**config.mk**
```make
export PLATFORM = sky130hd
export DESIGN_NAME = imu_rest_detector_unit
export DESIGN_NICKNAME = d
export VERILOG_FILES = /design/src/rtl/ird_pkg.sv /design/src/rtl/ird_square.sv /design/src/rtl/ird_sqrt.sv /design/src/rtl/ird_ema.sv /design/src/rtl/imu_rest_detector_unit.sv
export VERILOG_INCLUDE_DIRS = /design/src /design/src/rtl
export SDC_FILE = /design/constraint.sdc
export NUM_CORES = 2
export LEC_CHECK = 0
export ABC_CLOCK_PERIOD_IN_PS = 10950
export BUFFER_PORTS_ARGS = -buffer_cell sky130_fd_sc_hd__buf_2
export CORE_MARGIN = 4
export CORE_UTILIZATION = 58
export CTS_CLUSTER_SIZE = 24
export DETAILED_ROUTE_END_ITERATION = 6
export GPL_TIMING_DRIVEN = 0
export PLACE_DENSITY = 0.78
export SYNTH_ARGS = -nofsm -noshare
export SYNTH_HDL_FRONTEND = slang
export SYNTH_HIERARCHICAL = 1
export SYNTH_SLANG_ARGS = --single-unit
export TNS_END_PERCENT = 20
```
**constraint.sdc**
```tcl
create_clock -name clk -period 10.95 [get_ports clk]
set_input_delay 0 -clock clk [delete_from_list [all_inputs] [get_ports clk]]
set_output_delay 0 -clock clk [all_outputs]
set_load 0.03 [all_outputs]
```
**src/rtl/assert_macros.svh**
```systemverilog
// Assertion macros shared by the RTL; empty when SYNTHESIS is defined.
`ifndef ASSERT_MACROS_SVH
`define ASSERT_MACROS_SVH

`ifndef SYNTHESIS

// Same-cycle implication, checked on the rising edge outside reset.
`define ASSERT_IMPLIES(label, clk, rst_n, ante, cons, msg) \
    label: assert property (@(posedge clk) disable iff (!rst_n) (ante) |-> (cons)) \
        else $error(msg);

// Next-cycle implication, checked on the rising edge outside reset.
`define ASSERT_NEXT(label, clk, rst_n, ante, cons, msg) \
    label: assert property (@(posedge clk) disable iff (!rst_n) (ante) |=> (cons)) \
        else $error(msg);

`else

`define ASSERT_IMPLIES(label, clk, rst_n, ante, cons, msg)
`define ASSERT_NEXT(label, clk, rst_n, ante, cons, msg)

`endif

`endif

```
**src/rtl/ird_pkg.sv**
```systemverilog
// Shared widths, constants, types and helpers of the IMU rest detector.
package ird_pkg;

    // fraction bits of the magnitude and level values
    localparam int FRAC_BITS = 8;

    localparam int SAMPLE_W  = 16;
    localparam int TIME_W    = 32;
    localparam int WEIGHT_W  = 17;
    localparam int LEVEL_W   = 25;
    localparam int CFG_W     = 32;

    // squares, sum of three squares, root
    localparam int SQ_W      = 2 * SAMPLE_W;
    localparam int SUMSQ_W   = SQ_W + 2;
    localparam int ROOT_W    = SUMSQ_W / 2 + FRAC_BITS;
    localparam int RAD_W     = 2 * ROOT_W;
    localparam int REM_W     = ROOT_W + 2;
    localparam int SAT_W     = (ROOT_W > LEVEL_W) ? ROOT_W : LEVEL_W;

    // weighting: Q16 weight, product split into hi/lo shift registers
    localparam int Q_SHIFT   = WEIGHT_W - 1;
    localparam int EMA_HI_W  = LEVEL_W + 1;

    localparam logic [LEVEL_W-1:0]  LEVEL_MAX = '1;
    localparam logic [WEIGHT_W-1:0] Q16_ONE   = 17'd65536;

    // step counts of the serial units
    localparam int SQ_STEPS   = SAMPLE_W;
    localparam int ROOT_STEPS = ROOT_W;
    localparam int EMA_STEPS  = WEIGHT_W;
    localparam int MAX_STEPS  = (ROOT_STEPS > EMA_STEPS) ?
                                ((ROOT_STEPS > SQ_STEPS) ? ROOT_STEPS : SQ_STEPS) :
                                ((EMA_STEPS > SQ_STEPS) ? EMA_STEPS : SQ_STEPS);
    localparam int CNT_W      = $clog2(MAX_STEPS);

    localparam logic [CNT_W-1:0] SQ_LAST   = CNT_W'(SQ_STEPS - 1);
    localparam logic [CNT_W-1:0] ROOT_LAST = CNT_W'(ROOT_STEPS - 1);
    localparam logic [CNT_W-1:0] EMA_LAST  = CNT_W'(EMA_STEPS - 1);

    // register reset values
    localparam logic [WEIGHT_W-1:0] WEIGHT_RST      = 17'd13107;
    localparam logic [LEVEL_W-1:0]  ACCEL_LIMIT_RST = 25'd83886;
    localparam logic [LEVEL_W-1:0]  GYRO_LIMIT_RST  = 25'd33536;
    localparam logic [TIME_W-1:0]   HOLD_MS_RST     = 32'd2000;

    // configuration register indexes
    localparam int CFG_INDEX_W = 2;
    typedef enum logic [CFG_INDEX_W-1:0] {
        REG_WEIGHT      = 2'd0,
        REG_ACCEL_LIMIT = 2'd1,
        REG_GYRO_LIMIT  = 2'd2,
        REG_HOLD_MS     = 2'd3
    } cfg_index_t;

    // control of one serial lane
    typedef struct packed {
        logic load;
        logic step;
    } lane_ctrl_t;

    // |cur - prev| of two signed samples; always fits the sample width
    function automatic logic [SAMPLE_W-1:0] abs_diff(input logic [SAMPLE_W-1:0] cur,
                                                     input logic [SAMPLE_W-1:0] prev);
        logic [SAMPLE_W:0] d;
        logic [SAMPLE_W:0] mag;
        d   = {cur[SAMPLE_W-1], cur} - {prev[SAMPLE_W-1], prev};
        mag = d[SAMPLE_W] ? (~d + 1'b1) : d;
        return mag[SAMPLE_W-1:0];
    endfunction

endpackage

```
**src/rtl/ird_square.sv**
```systemverilog
// Bit-serial squarer: shift-and-add, one multiplier bit per cycle while step is set.
module ird_square (
    input  logic                                clk,
    input  ird_pkg::lane_ctrl_t                 ctrl,
    input  logic [ird_pkg::SAMPLE_W-1:0]        operand,
    output logic [ird_pkg::SQ_W-1:0]            square
);

    logic [ird_pkg::SAMPLE_W-1:0] mcand_reg;
    logic [ird_pkg::SAMPLE_W-1:0] hi_reg;
    logic [ird_pkg::SAMPLE_W-1:0] lo_reg;
    logic [ird_pkg::SAMPLE_W:0]   sum;

    // partial product add for the current low multiplier bit
    assign sum = {1'b0, hi_reg} + (lo_reg[0] ? {1'b0, mcand_reg} : '0);

    // lo holds the remaining multiplier bits and collects product bits
    always_ff @(posedge clk)
    begin
        if (ctrl.load)
        begin
            mcand_reg <= operand;
            hi_reg    <= '0;
            lo_reg    <= operand;
        end
        else if (ctrl.step)
        begin
            {hi_reg, lo_reg} <= {sum, lo_reg[ird_pkg::SAMPLE_W-1:1]};
        end
    end

    assign square = {hi_reg, lo_reg};

endmodule

```
**src/rtl/ird_sqrt.sv**
```systemverilog
// Digit-by-digit square root: two radicand bits in, one root bit out per cycle while step is set.
module ird_sqrt (
    input  logic                                clk,
    input  ird_pkg::lane_ctrl_t                 ctrl,
    input  logic [ird_pkg::SUMSQ_W-1:0]         radicand,
    output logic [ird_pkg::LEVEL_W-1:0]         mag
);

    localparam int RadW  = ird_pkg::RAD_W;
    localparam int RemW  = ird_pkg::REM_W;
    localparam int RootW = ird_pkg::ROOT_W;
    localparam int SatW  = ird_pkg::SAT_W;
    localparam int PadW  = 2 * ird_pkg::FRAC_BITS;

    logic [RadW-1:0]  rad_reg;
    logic [RemW-1:0]  rem_reg;
    logic [RootW-1:0] root_reg;
    logic [RemW-1:0]  partial;
    logic [RemW-1:0]  trial;
    logic [RemW-1:0]  diff;
    logic             fits;
    logic [SatW-1:0]  root_ext;

    // bring down the next bit pair and try root*4+1
    assign partial = {rem_reg[RemW-3:0], rad_reg[RadW-1 -: 2]};
    assign trial   = {root_reg, 2'b01};
    assign diff    = partial - trial;
    assign fits    = (partial >= trial);

    always_ff @(posedge clk)
    begin
        if (ctrl.load)
        begin
            rad_reg  <= {radicand, {PadW{1'b0}}};
            rem_reg  <= '0;
            root_reg <= '0;
        end
        else if (ctrl.step)
        begin
            rad_reg  <= {rad_reg[RadW-3:0], 2'b00};
            rem_reg  <= fits ? diff : partial;
            root_reg <= {root_reg[RootW-2:0], fits};
        end
    end

    // clamp to the level range
    assign root_ext = SatW'(root_reg);
    assign mag = (root_ext > SatW'(ird_pkg::LEVEL_MAX)) ? ird_pkg::LEVEL_MAX
                                                         : root_ext[ird_pkg::LEVEL_W-1:0];

endmodule

```
**src/rtl/ird_ema.sv**
```systemverilog
// Bit-serial exponential average: w*mag + (1-w)*level over the weight bits.
module ird_ema (
    input  logic                                clk,
    input  ird_pkg::lane_ctrl_t                 ctrl,
    input  logic [ird_pkg::WEIGHT_W-1:0]        weight,
    input  logic [ird_pkg::LEVEL_W-1:0]         mag,
    input  logic [ird_pkg::LEVEL_W-1:0]         level_in,
    output logic [ird_pkg::LEVEL_W-1:0]         level_out
);

    localparam int WeightW = ird_pkg::WEIGHT_W;
    localparam int HiW     = ird_pkg::EMA_HI_W;

    logic [ird_pkg::LEVEL_W-1:0] mag_reg;
    logic [ird_pkg::LEVEL_W-1:0] lvl_reg;
    logic [WeightW-1:0]          wbits_reg;
    logic [WeightW-1:0]          vbits_reg;
    logic [HiW-1:0]              hi_reg;
    logic [WeightW-1:0]          lo_reg;
    logic [WeightW-1:0]          w_clamp;
    logic [HiW:0]                sum;
    logic [HiW+WeightW-1:0]      product;

    // weights above one count as one
    assign w_clamp = (weight > ird_pkg::Q16_ONE) ? ird_pkg::Q16_ONE : weight;

    // both partial products for this bit of w and 1-w
    assign sum = {1'b0, hi_reg}
               + (wbits_reg[0] ? (HiW+1)'(mag_reg) : '0)
               + (vbits_reg[0] ? (HiW+1)'(lvl_reg) : '0);

    always_ff @(posedge clk)
    begin
        if (ctrl.load)
        begin
            mag_reg   <= mag;
            lvl_reg   <= level_in;
            wbits_reg <= w_clamp;
            vbits_reg <= ird_pkg::Q16_ONE - w_clamp;
            hi_reg    <= '0;
            lo_reg    <= '0;
        end
        else if (ctrl.step)
        begin
            wbits_reg        <= {1'b0, wbits_reg[WeightW-1:1]};
            vbits_reg        <= {1'b0, vbits_reg[WeightW-1:1]};
            {hi_reg, lo_reg} <= {sum, lo_reg[WeightW-1:1]};
        end
    end

    // drop the Q16 fraction
    assign product   = {hi_reg, lo_reg};
    assign level_out = product[ird_pkg::Q_SHIFT +: ird_pkg::LEVEL_W];

endmodule

```
**src/rtl/imu_rest_detector_unit.sv**
```systemverilog
// Top level of the IMU rest detector: control sequencer, state and stream ports.
//
// Takes one six-axis sample with a millisecond timestamp per input word, forms
// the Euclidean magnitude of the change against the previous sample for the
// accelerometer and the gyro (Q.8 raw counts), smooths each with a Q16
// exponential average and reports still_now while both levels sit below their
// limits and at_rest once stillness has lasted still_hold_ms. One sample is in
// work at a time: a sample passes through acceptance, bit-serial squaring,
// the sum, the square-root digits, the weighting load, bit-serial weighting,
// the compare and the report before the next acceptance; the first sample
// after reset skips the arithmetic and goes straight to compare and report.
// The square-root digit loop and the serial multipliers take up most of that
// pass. A finished result waits in the output register without stopping the
// next sample; only a result still unread at report time holds the sequencer.
// Configuration writes are always ready.
`include "assert_macros.svh"

module imu_rest_detector_unit (
    input  logic        clk,
    input  logic        rst_n,
    // accel_x, accel_y, accel_z, gyro_x, gyro_y, gyro_z (16 each), time_ms (32)
    input  logic [127:0] s_tdata,
    input  logic        s_tvalid,
    output logic        s_tready,
    // at_rest (1), still_now (1), accel_level (25), gyro_level (25), zero pad (4)
    output logic [55:0] m_tdata,
    output logic        m_tvalid,
    input  logic        m_tready,
    input  logic        cfg_valid,
    output logic        cfg_ready,
    input  logic [1:0]  cfg_index,
    input  logic [31:0] cfg_data
);

    localparam int SampleW = ird_pkg::SAMPLE_W;
    localparam int LevelW  = ird_pkg::LEVEL_W;
    localparam int TimeW   = ird_pkg::TIME_W;
    localparam int TimeLsb = 6 * SampleW;

    typedef enum logic [2:0] {
        S_IDLE,
        S_SQUARE,
        S_SUM,
        S_ROOT,
        S_BLEND_LOAD,
        S_SMOOTH,
        S_COMPARE,
        S_REPORT
    } state_t;

    state_t                         state_reg, state_next;
    logic [ird_pkg::CNT_W-1:0]      cnt_reg, cnt_next;
    logic [SampleW-1:0]             prev_accel_reg [3];
    logic [SampleW-1:0]             prev_accel_next [3];
    logic [SampleW-1:0]             prev_gyro_reg [3];
    logic [SampleW-1:0]             prev_gyro_next [3];
    logic                           first_reg, first_next;
    logic [LevelW-1:0]              accel_lvl_reg, accel_lvl_next;
    logic [LevelW-1:0]              gyro_lvl_reg, gyro_lvl_next;
    logic                           still_flag_reg, still_flag_next;
    logic [TimeW-1:0]               still_since_reg, still_since_next;
    logic [TimeW-1:0]               now_reg, now_next;
    logic                           below_reg, below_next;
    logic [ird_pkg::WEIGHT_W-1:0]   weight_reg, weight_next;
    logic [LevelW-1:0]              accel_lim_reg, accel_lim_next;
    logic [LevelW-1:0]              gyro_lim_reg, gyro_lim_next;
    logic [TimeW-1:0]               hold_reg, hold_next;
    logic                           out_valid_reg, out_valid_next;
    logic                           out_rest_reg, out_rest_next;
    logic                           out_still_reg, out_still_next;
    logic [LevelW-1:0]              out_accel_reg, out_accel_next;
    logic [LevelW-1:0]              out_gyro_reg, out_gyro_next;

    logic                           accept;
    logic [SampleW-1:0]             cur_accel [3];
    logic [SampleW-1:0]             cur_gyro [3];
    logic [TimeW-1:0]               cur_time;
    logic [ird_pkg::SQ_W-1:0]       accel_sq [3];
    logic [ird_pkg::SQ_W-1:0]       gyro_sq [3];
    logic [ird_pkg::SUMSQ_W-1:0]    accel_sumsq;
    logic [ird_pkg::SUMSQ_W-1:0]    gyro_sumsq;
    logic [LevelW-1:0]              accel_mag;
    logic [LevelW-1:0]              gyro_mag;
    logic [LevelW-1:0]              accel_blend;
    logic [LevelW-1:0]              gyro_blend;
    logic [LevelW-1:0]              accel_new;
    logic [LevelW-1:0]              gyro_new;
    logic [TimeW-1:0]               elapsed;
    ird_pkg::lane_ctrl_t            sq_ctrl;
    ird_pkg::lane_ctrl_t            root_ctrl;
    ird_pkg::lane_ctrl_t            ema_ctrl;

    // handshakes
    assign s_tready  = (state_reg == S_IDLE);
    assign accept    = s_tvalid && s_tready;
    assign cfg_ready = 1'b1;
    assign m_tvalid  = out_valid_reg;
    assign m_tdata   = {4'b0000, out_gyro_reg, out_accel_reg, out_still_reg, out_rest_reg};

    // input word unpacking
    assign cur_time = s_tdata[TimeLsb +: TimeW];
    for (genvar i = 0; i < 3; i++)
    begin : g_unpack
        assign cur_accel[i] = s_tdata[i * SampleW +: SampleW];
        assign cur_gyro[i]  = s_tdata[(i + 3) * SampleW +: SampleW];
    end

    // lane controls
    assign sq_ctrl.load   = accept;
    assign sq_ctrl.step   = (state_reg == S_SQUARE);
    assign root_ctrl.load = (state_reg == S_SUM);
    assign root_ctrl.step = (state_reg == S_ROOT);
    assign ema_ctrl.load  = (state_reg == S_BLEND_LOAD);
    assign ema_ctrl.step  = (state_reg == S_SMOOTH);

    // one squarer per axis, fed with |cur - prev|
    for (genvar i = 0; i < 3; i++)
    begin : g_square
        ird_square u_sq_accel (
            .clk     (clk),
            .ctrl    (sq_ctrl),
            .operand (ird_pkg::abs_diff(cur_accel[i], prev_accel_reg[i])),
            .square  (accel_sq[i])
        );
        ird_square u_sq_gyro (
            .clk     (clk),
            .ctrl    (sq_ctrl),
            .operand (ird_pkg::abs_diff(cur_gyro[i], prev_gyro_reg[i])),
            .square  (gyro_sq[i])
        );
    end

    assign accel_sumsq = {2'b00, accel_sq[0]} + {2'b00, accel_sq[1]} + {2'b00, accel_sq[2]};
    assign gyro_sumsq  = {2'b00, gyro_sq[0]} + {2'b00, gyro_sq[1]} + {2'b00, gyro_sq[2]};

    ird_sqrt u_root_accel (
        .clk      (clk),
        .ctrl     (root_ctrl),
        .radicand (accel_sumsq),
        .mag      (accel_mag)
    );

    ird_sqrt u_root_gyro (
        .clk      (clk),
        .ctrl     (root_ctrl),
        .radicand (gyro_sumsq),
        .mag      (gyro_mag)
    );

    ird_ema u_ema_accel (
        .clk       (clk),
        .ctrl      (ema_ctrl),
        .weight    (weight_reg),
        .mag       (accel_mag),
        .level_in  (accel_lvl_reg),
        .level_out (accel_blend)
    );

    ird_ema u_ema_gyro (
        .clk       (clk),
        .ctrl      (ema_ctrl),
        .weight    (weight_reg),
        .mag       (gyro_mag),
        .level_in  (gyro_lvl_reg),
        .level_out (gyro_blend)
    );

    // first sample zeroes both levels
    assign accel_new = first_reg ? '0 : accel_blend;
    assign gyro_new  = first_reg ? '0 : gyro_blend;
    assign elapsed   = now_reg - still_since_reg;

    // sequencer and state update
    always_comb
    begin
        state_next       = state_reg;
        cnt_next         = cnt_reg;
        prev_accel_next  = prev_accel_reg;
        prev_gyro_next   = prev_gyro_reg;
        first_next       = first_reg;
        accel_lvl_next   = accel_lvl_reg;
        gyro_lvl_next    = gyro_lvl_reg;
        still_flag_next  = still_flag_reg;
        still_since_next = still_since_reg;
        now_next         = now_reg;
        below_next       = below_reg;
        weight_next      = weight_reg;
        accel_lim_next   = accel_lim_reg;
        gyro_lim_next    = gyro_lim_reg;
        hold_next        = hold_reg;
        out_valid_next   = out_valid_reg && !m_tready;
        out_rest_next    = out_rest_reg;
        out_still_next   = out_still_reg;
        out_accel_next   = out_accel_reg;
        out_gyro_next    = out_gyro_reg;

        // register writes
        if (cfg_valid)
        begin
            unique case (ird_pkg::cfg_index_t'(cfg_index))
                ird_pkg::REG_WEIGHT:      weight_next    = cfg_data[ird_pkg::WEIGHT_W-1:0];
                ird_pkg::REG_ACCEL_LIMIT: accel_lim_next = cfg_data[LevelW-1:0];
                ird_pkg::REG_GYRO_LIMIT:  gyro_lim_next  = cfg_data[LevelW-1:0];
                ird_pkg::REG_HOLD_MS:     hold_next      = cfg_data[TimeW-1:0];
                default:                  weight_next    = weight_reg;
            endcase
        end

        unique case (state_reg)
            S_IDLE:
            begin
                if (accept)
                begin
                    prev_accel_next = cur_accel;
                    prev_gyro_next  = cur_gyro;
                    now_next        = cur_time;
                    cnt_next        = ird_pkg::SQ_LAST;
                    state_next      = first_reg ? S_COMPARE : S_SQUARE;
                end
            end
            S_SQUARE:
            begin
                if (cnt_reg == '0)
                    state_next = S_SUM;
                else
                    cnt_next = cnt_reg - 1'b1;
            end
            S_SUM:
            begin
                cnt_next   = ird_pkg::ROOT_LAST;
                state_next = S_ROOT;
            end
            S_ROOT:
            begin
                if (cnt_reg == '0)
                    state_next = S_BLEND_LOAD;
                else
                    cnt_next = cnt_reg - 1'b1;
            end
            S_BLEND_LOAD:
            begin
                cnt_next   = ird_pkg::EMA_LAST;
                state_next = S_SMOOTH;
            end
            S_SMOOTH:
            begin
                if (cnt_reg == '0)
                    state_next = S_COMPARE;
                else
                    cnt_next = cnt_reg - 1'b1;
            end
            S_COMPARE:
            begin
                // stillness test and start-time bookkeeping
                accel_lvl_next = accel_new;
                gyro_lvl_next  = gyro_new;
                first_next     = 1'b0;
                below_next     = (accel_new < accel_lim_reg) && (gyro_new < gyro_lim_reg);
                if ((accel_new < accel_lim_reg) && (gyro_new < gyro_lim_reg))
                begin
                    still_flag_next = 1'b1;
                    if (!still_flag_reg)
                        still_since_next = now_reg;
                end
                else
                begin
                    still_flag_next  = 1'b0;
                    still_since_next = '0;
                end
                state_next = S_REPORT;
            end
            S_REPORT:
            begin
                // wait here only while an older result is still unread
                if (!out_valid_reg || m_tready)
                begin
                    out_valid_next = 1'b1;
                    out_rest_next  = still_flag_reg && (elapsed >= hold_reg);
                    out_still_next = below_reg;
                    out_accel_next = accel_lvl_reg;
                    out_gyro_next  = gyro_lvl_reg;
                    state_next     = S_IDLE;
                end
            end
            default:
            begin
                state_next = S_IDLE;
            end
        endcase
    end

    always_ff @(posedge clk or negedge rst_n)
    begin
        if (!rst_n)
        begin
            state_reg       <= S_IDLE;
            cnt_reg         <= '0;
            prev_accel_reg  <= '{default: '0};
            prev_gyro_reg   <= '{default: '0};
            first_reg       <= 1'b1;
            accel_lvl_reg   <= '0;
            gyro_lvl_reg    <= '0;
            still_flag_reg  <= 1'b0;
            still_since_reg <= '0;
            below_reg       <= 1'b0;
            weight_reg      <= ird_pkg::WEIGHT_RST;
            accel_lim_reg   <= ird_pkg::ACCEL_LIMIT_RST;
            gyro_lim_reg    <= ird_pkg::GYRO_LIMIT_RST;
            hold_reg        <= ird_pkg::HOLD_MS_RST;
            out_valid_reg   <= 1'b0;
        end
        else
        begin
            state_reg       <= state_next;
            cnt_reg         <= cnt_next;
            prev_accel_reg  <= prev_accel_next;
            prev_gyro_reg   <= prev_gyro_next;
            first_reg       <= first_next;
            accel_lvl_reg   <= accel_lvl_next;
            gyro_lvl_reg    <= gyro_lvl_next;
            still_flag_reg  <= still_flag_next;
            still_since_reg <= still_since_next;
            below_reg       <= below_next;
            weight_reg      <= weight_next;
            accel_lim_reg   <= accel_lim_next;
            gyro_lim_reg    <= gyro_lim_next;
            hold_reg        <= hold_next;
            out_valid_reg   <= out_valid_next;
        end
    end

    // payload registers
    always_ff @(posedge clk)
    begin
        now_reg       <= now_next;
        out_rest_reg  <= out_rest_next;
        out_still_reg <= out_still_next;
        out_accel_reg <= out_accel_next;
        out_gyro_reg  <= out_gyro_next;
    end

    // checks
    `ASSERT_NEXT(a_busy_after_accept, clk, rst_n, accept, !s_tready, "sample taken while busy")
    `ASSERT_IMPLIES(a_since_idle_zero, clk, rst_n, !still_flag_reg, still_since_reg == '0, "start time kept while not still")
    `ASSERT_IMPLIES(a_rest_needs_still, clk, rst_n, out_valid_reg && out_rest_reg, out_still_reg, "at_rest without still_now")

endmodule
```
== Yosys cells after proc, flatten, opt, wreduce, memory -nomap -nowiden ==
Cells that the tools add are included.

* Input port bits: 167
* Output and inout port bits: 59
* Flip-flop bits (word level): 1083
* Logic and storage cells: 206

* Eq/ne operators: 17
* Mux-type cells: 60
* $add $sub $neg: 31
* Magnitude comparators: 8
* Reductions and logical operators: 24
* Bitwise operators: 6

{| class="wikitable"
|+ Operators with widths
! cell !! number
|-
| $mux W16 || 24
|-
| $mux W25 || 8
|-
| $mux W50 || 4
|-
| $mux W17 || 9
|-
| $add A16 B17 Y17 || 6
|-
| $sub A16 B16 Y17 || 6
|-
| $add A16 B1 Y16 const B || 6
|-
| $not A16 Y16 || 6
|-
| $add A33 B32 Y34 || 2
|-
| $add A32 B32 Y33 || 2
|-
| $mux W32 || 2
|-
| $add A26 B27 Y27 || 2
|-
| $add A27 B27 Y27 || 2
|-
| $ge A27 B27 Y1 || 2
|-
| $gt A25 B25 Y1 const B || 2
|-
| $lt A25 B25 Y1 || 2
|-
| $sub A25 B25 Y25 || 2
|-
| $ge A32 B32 Y1 || 1
|-
| $sub A32 B32 Y32 || 1
|-
| $pmux W3 S8 || 1
|-
| $pmux W5 S4 || 1
|-
| $mux W3 || 6
|-
| $gt A17 B17 Y1 const B || 1
|-
| $sub A17 B17 Y17 const A || 1
|-
| other kinds (22) || 47
|}

== Longest topological paths before layout ==
* Depth after elaboration: 5
* Depth in mapped cells: 20
* Mapped depth without buffers: 20

== Modules after synthesis ==
The synthesis kept the hierarchy.

{| class="wikitable"
|+ By module, submodules not included
! module !! area an instance (µm²) !! seq. area each (µm²) !! times used !! cells an instance
|-
| imu_rest_detector_unit || 28596.2 || 9764.4 || 1 || 2981
|-
| ird_square at g_square[0].u_sq_accel ... || 2622.5 || 1281.2 || 5 || 240
|-
| ird_sqrt || 5168.7 || 2021.9 || 2 || 559
|-
| ird_ema at u_ema_gyro || 6570.1 || 3062.9 || 1 || 606
|-
| ird_ema at u_ema_accel || 6540.0 || 3062.9 || 1 || 612
|-
| ird_square at g_square[2].u_sq_gyro || 2657.5 || 1281.2 || 1 || 235
|}

== Worst setup path before layout ==
OpenSTA, ideal clock, no wires.

* Path kind: register to register
* Start: register state_reg[0]
* End: register u_ema_accel.vbits_reg[0], enable pin
* Data required time: 10.561 ns
* Cell stages (with the launch flop): 7
* Arrival time: 9.813 ns
* Clock period less this slack: 10.202 ns
* Slack: 0.748 ns
* Library setup time: 0.389 ns
* Path through: dfrtp_1 clkbuf_1 nor3b_1 clkbuf_1 nor2_1 clkbuf_1 inv_1

{| class="wikitable"
|+ RTL lines
! item !! RTL line !! RTL
|-
| start: declaration || imu_rest_detector_unit.sv:51 || <nowiki>state_t state_reg, state_next;</nowiki>
|-
| start signal: assignment || imu_rest_detector_unit.sv:314 || <nowiki>state_reg <= state_next;</nowiki>
|-
| end signal: assignment || ird_ema.sv:39 || <nowiki>vbits_reg <= ird_pkg::Q16_ONE - w_clamp;</nowiki>
|-
| end signal: assignment || ird_ema.sv:46 || <nowiki>vbits_reg <= {1'b0, vbits_reg[WeightW-1:1]};</nowiki>
|-
| end: declaration || ird_ema.sv:17 || <nowiki>logic [WeightW-1:0] vbits_reg;</nowiki>
|}

== Worst setup path in the final report ==
* Start: register state_reg[1]
* End: register g_square[0].u_sq_gyro/lo_reg[4] (netlist bit), enable pin

* Longest elaborated chain between the ends: 3
* Elaborated cells on any way between the ends: 4

{| class="wikitable"
|+ Ends and longest elaborated chain
! item !! RTL line !! RTL
|-
| $logic_not A3 Y1 || imu_rest_detector_unit.sv:94 || <nowiki>assign s_tready = (state_reg == S_IDLE);</nowiki>
|-
| $logic_and A1 B1 Y1 || imu_rest_detector_unit.sv:95 || <nowiki>assign accept = s_tvalid && s_tready;</nowiki>
|-
| named net accept || imu_rest_detector_unit.sv:74 || <nowiki>logic accept;</nowiki>
|-
| $reduce_bool A2 Y1 (no line) || - ||
|-
| end signal: assignment || ird_square.sv:24 || <nowiki>lo_reg <= operand;</nowiki>
|-
| end signal: assignment || ird_square.sv:28 || <nowiki>{hi_reg, lo_reg} <= {sum, lo_reg[ird_pkg::SAMPLE_W-1:1]};</nowiki>
|-
| end: declaration || ird_square.sv:11 || <nowiki>logic [ird_pkg::SAMPLE_W-1:0] lo_reg;</nowiki>
|}

The timed path passes the listed nets, and every way through them passes these cells.
A chain may end at the register's enable or synchronous reset.

==> results by group <==
Logic synthesis
  – Post-Syn Area: around 68,000 um2
  – Area contributors post-synth: edfxtp_1 (23%), dfrtp_1 (9.6%), ha_1 (8.8%)
  – Synth top area share: 0.2267
  – Gate Count Post-Synth: around 6.8k
  – Main synth FF type: edfxtp_1
  – Count of cell types in the netlist: 120
  – EDFF count, synth: between 500 and 600
  – Seq/Total Area, Yosys: 0.4073
  – Synthesized area per cell: approximately 10 um2
  – Post-synth top cells: edfxtp_1 (512), ha_1 (479), inv_1 (467)
  – Post-synth top area cell: edfxtp_1
  – Most common cell in the netlist: edfxtp_1
  – Synth Warn #: 6
  – Synth Register Bits: about 1.1k
  – Ys async rst share: 0.2743

Worst setup path
  – CP Data Required Time: roughly 11,000 ps
  – Worst path max stage delay: roughly 800 ps
  – Startpoint types: flop
  – Worst path slowest cell: clkbuf_1
  – CP max FO: 66
  – WP data arrival: 6400 ps
  – Worst-path cell chain: clkbuf_1 > nor3_1 > and2_1 > clkbuf_1 > clkbuf_1 > clkbuf_4 > buf_16 > buf_16 > clkbuf_1 > buf_1 > nor2_1 > inv_1
  – Worst Setup End Kind: flop
  – Crit Path Class: reg2reg
  – Crit path top cell by count: clkbuf_1

Timing
  – Max Transition Viols Final: 0
  – Final cycle utilization of the critical path: 0.5490
  – Final min period: 6012 ps
  – Worst Tran Pin Value: approximately 1300 ps
  – Setup Viol. Count Final: 0
  – Relative slew slack: 0.1181
  – Final Hold Fails: 0
  – Max Freq: roughly 0.17 GHz
  – Setup TNS: 0 ps
  – RSZ-0062 raised after global routing: no
  – Worst Skew: between 60 and 70 ps

Routing
  – DRC Markers: 0
  – Post-DR wirelength/cell: just over 20 um
  – Routed Antenna Nets: 0
  – Routed vias: 54.77k
  – Vias per inst: 6.072
  – 1st-iter DRT viols: roughly 4.7k
  – Drt first pass iters: 6
  – Routed WL: approximately 190,000 um

Clock network
  – CTS clk-pin slew, worst paths: ~70 ps
  – CTS tree: done
  – Clock buffer depth: 3
  – Postcts setup bufs: 0
  – CTS buffer count: between 100 and 150
  – CTS sink cnt: 1,050
  – Clock Tree Root: clkbuf_16
  – Clk_lat worst skew: 770 ps
  – # resized after CTS: 0
  – H-tree Lvls: 3

Die
  – Height of the die: between 300 and 400 um
  – Die area: about 120,000 um2
  – Ports: about 230
  – Row cnt: roughly 130
  – Die Wd: between 300 and 400 um
  – Initial Util: 0.5836
  – CORE AREA: 116,200 um2

Final layout
  – Fillers: approximately 8.6k
  – Nets: slightly above 8k
  – Footprint of the multi-input gates: between 30,000 and 40,000 um2
  – Final core utilization: 0.6703
  – Register area: between 20,000 and 30,000 um2
  – Layout cell share with drive strength beyond 1: 0.1369
  – Area Overhead vs Synth: 14.86%

Place
  – Port Buffer Count: 220
  – Hpwl dp: 132,400 um
  – Gpl congestion: roughly 0.94

Global routing
  – Initial antenna violation count: 3
  – GRT Overall Usage: 0.2966
  – Via count of the first global-routing pass: 53.96k
  – Remaining Overflow, GRT: 0
  – First-pass GRT wire length: 291,700 um
  – Largest net degree at the start of global routing: around 110

Status
  – Status: finished clean

Flow run
  – Maxcap violations: 0

Min path
  – Hold Path Class: in2reg
[layout make-up]
cell class                 count  area share
antenna                        3  0.00009638
buffer                       341     0.02046
clock buffer                 147     0.04032
clock inverter                69    0.009252
inverter                     467     0.02250
multi-input combinational   4897      0.4735
sequential                  1050      0.3546
tap                         1524     0.02448
timing repair buffer         522     0.05476
[critical path, delay by kind of cell (launching register included)]
family / cells / cell delay, ps
flops: 1 / 360
simple gates: 3 / 1100
buf+inv: 9 / 4050
[cells in the final DEF (no fill, tap or decap), types with 39 or more instances in the layout]
master	instances
edfxtp_1	512
ha_1	479
inv_1	467
nor2_1	447
nand2_1	420
a21oi_1	369
o21ai_0	362
mux2_2	333
dlygate4sd3_1	283
dfrtp_1	260
buf_2	255
dfxtp_1	250
clkbuf_1	232
and2_1	210
xnor2_1	195
a21o_1	159
nand3_1	144
fa_1	131
nor2b_1	127
xor2_1	125
clkbuf_16	117
mux2i_1	113
nor3_1	105
o21a_1	84
a211oi_1	80
nand2b_1	70
nand4_1	70
and3_1	66
o211ai_1	66
buf_4	60
a31oi_1	49
o31ai_1	45
a22o_1	39
[path summary, 6_finish.rpt]
check,from,end,slack (ps),depth (start not counted)
min reg2reg,accel_lvl_reg[12],u_ema_accel/lvl_reg[12],470,0
max in group asynchronous,rst_n,prev_accel_reg[29],9860,4
max,state_reg[1],g_square[0].u_sq_gyro/lo_reg[4],4940,12
max reg2reg,state_reg[1],g_square[0].u_sq_gyro/lo_reg[4],4940,12
min,s_tdata[30],prev_accel_reg[30],40,4
min in group asynchronous,rst_n,first_reg,420,3
[cell families after synthesis]
kind of cell | count (synthesis) | share of synthesized area
compound gates | 1651 | 0.1636
xor+xnor | 320 | 0.04133
fa+ha+maj | 610 | 0.1271
buf+inv | 808 | 0.04930
flops | 1050 | 0.4073
mux | 447 | 0.07220
other cells | 2 | 0.0001107
simple gates | 1864 | 0.1391
[repair_timing]
item                                    4_1_cts  5_1_grt
endpoints found under the setup margin        0        0
hold buffers                                284        0
endpoints found under the hold margin       561        0
[routing by layer]
metal	vias to the layer above	global-route usage	part of all wire
met5	-	0	0
li1	25710	-	-
met3	540	0.04149	0.062
met4	0	0.1428	0.055
met2	2270	0.4938	0.47
met1	26250	0.3830	0.41
[metrics by stage]
| stage | worst slack [ps] | hold slack, ps | std cells | cell area, um2 |
|---|---|---|---|---|
| 2_1_floorplan | 748.3 | -295.6 | 6755 | 67830 |
| 3_3_place_gp | -3715 | 176.7 | 8499 | 70830 |
| 3_5_place_dp | 5046 | 63.53 | 8516 | 71130 |
| 4_1_cts | 5015 | 0.4201 | 9016 | 77850 |
| 5_1_grt | 4616 | 36.65 | 9019 | 77890 |
| 6_report | 4938 | 43.53 | 9020 | 77890 |
Power is left out: the tool's default activity adds up to more than one toggle a clock period on the data nets, which glitch-free logic cannot reach.
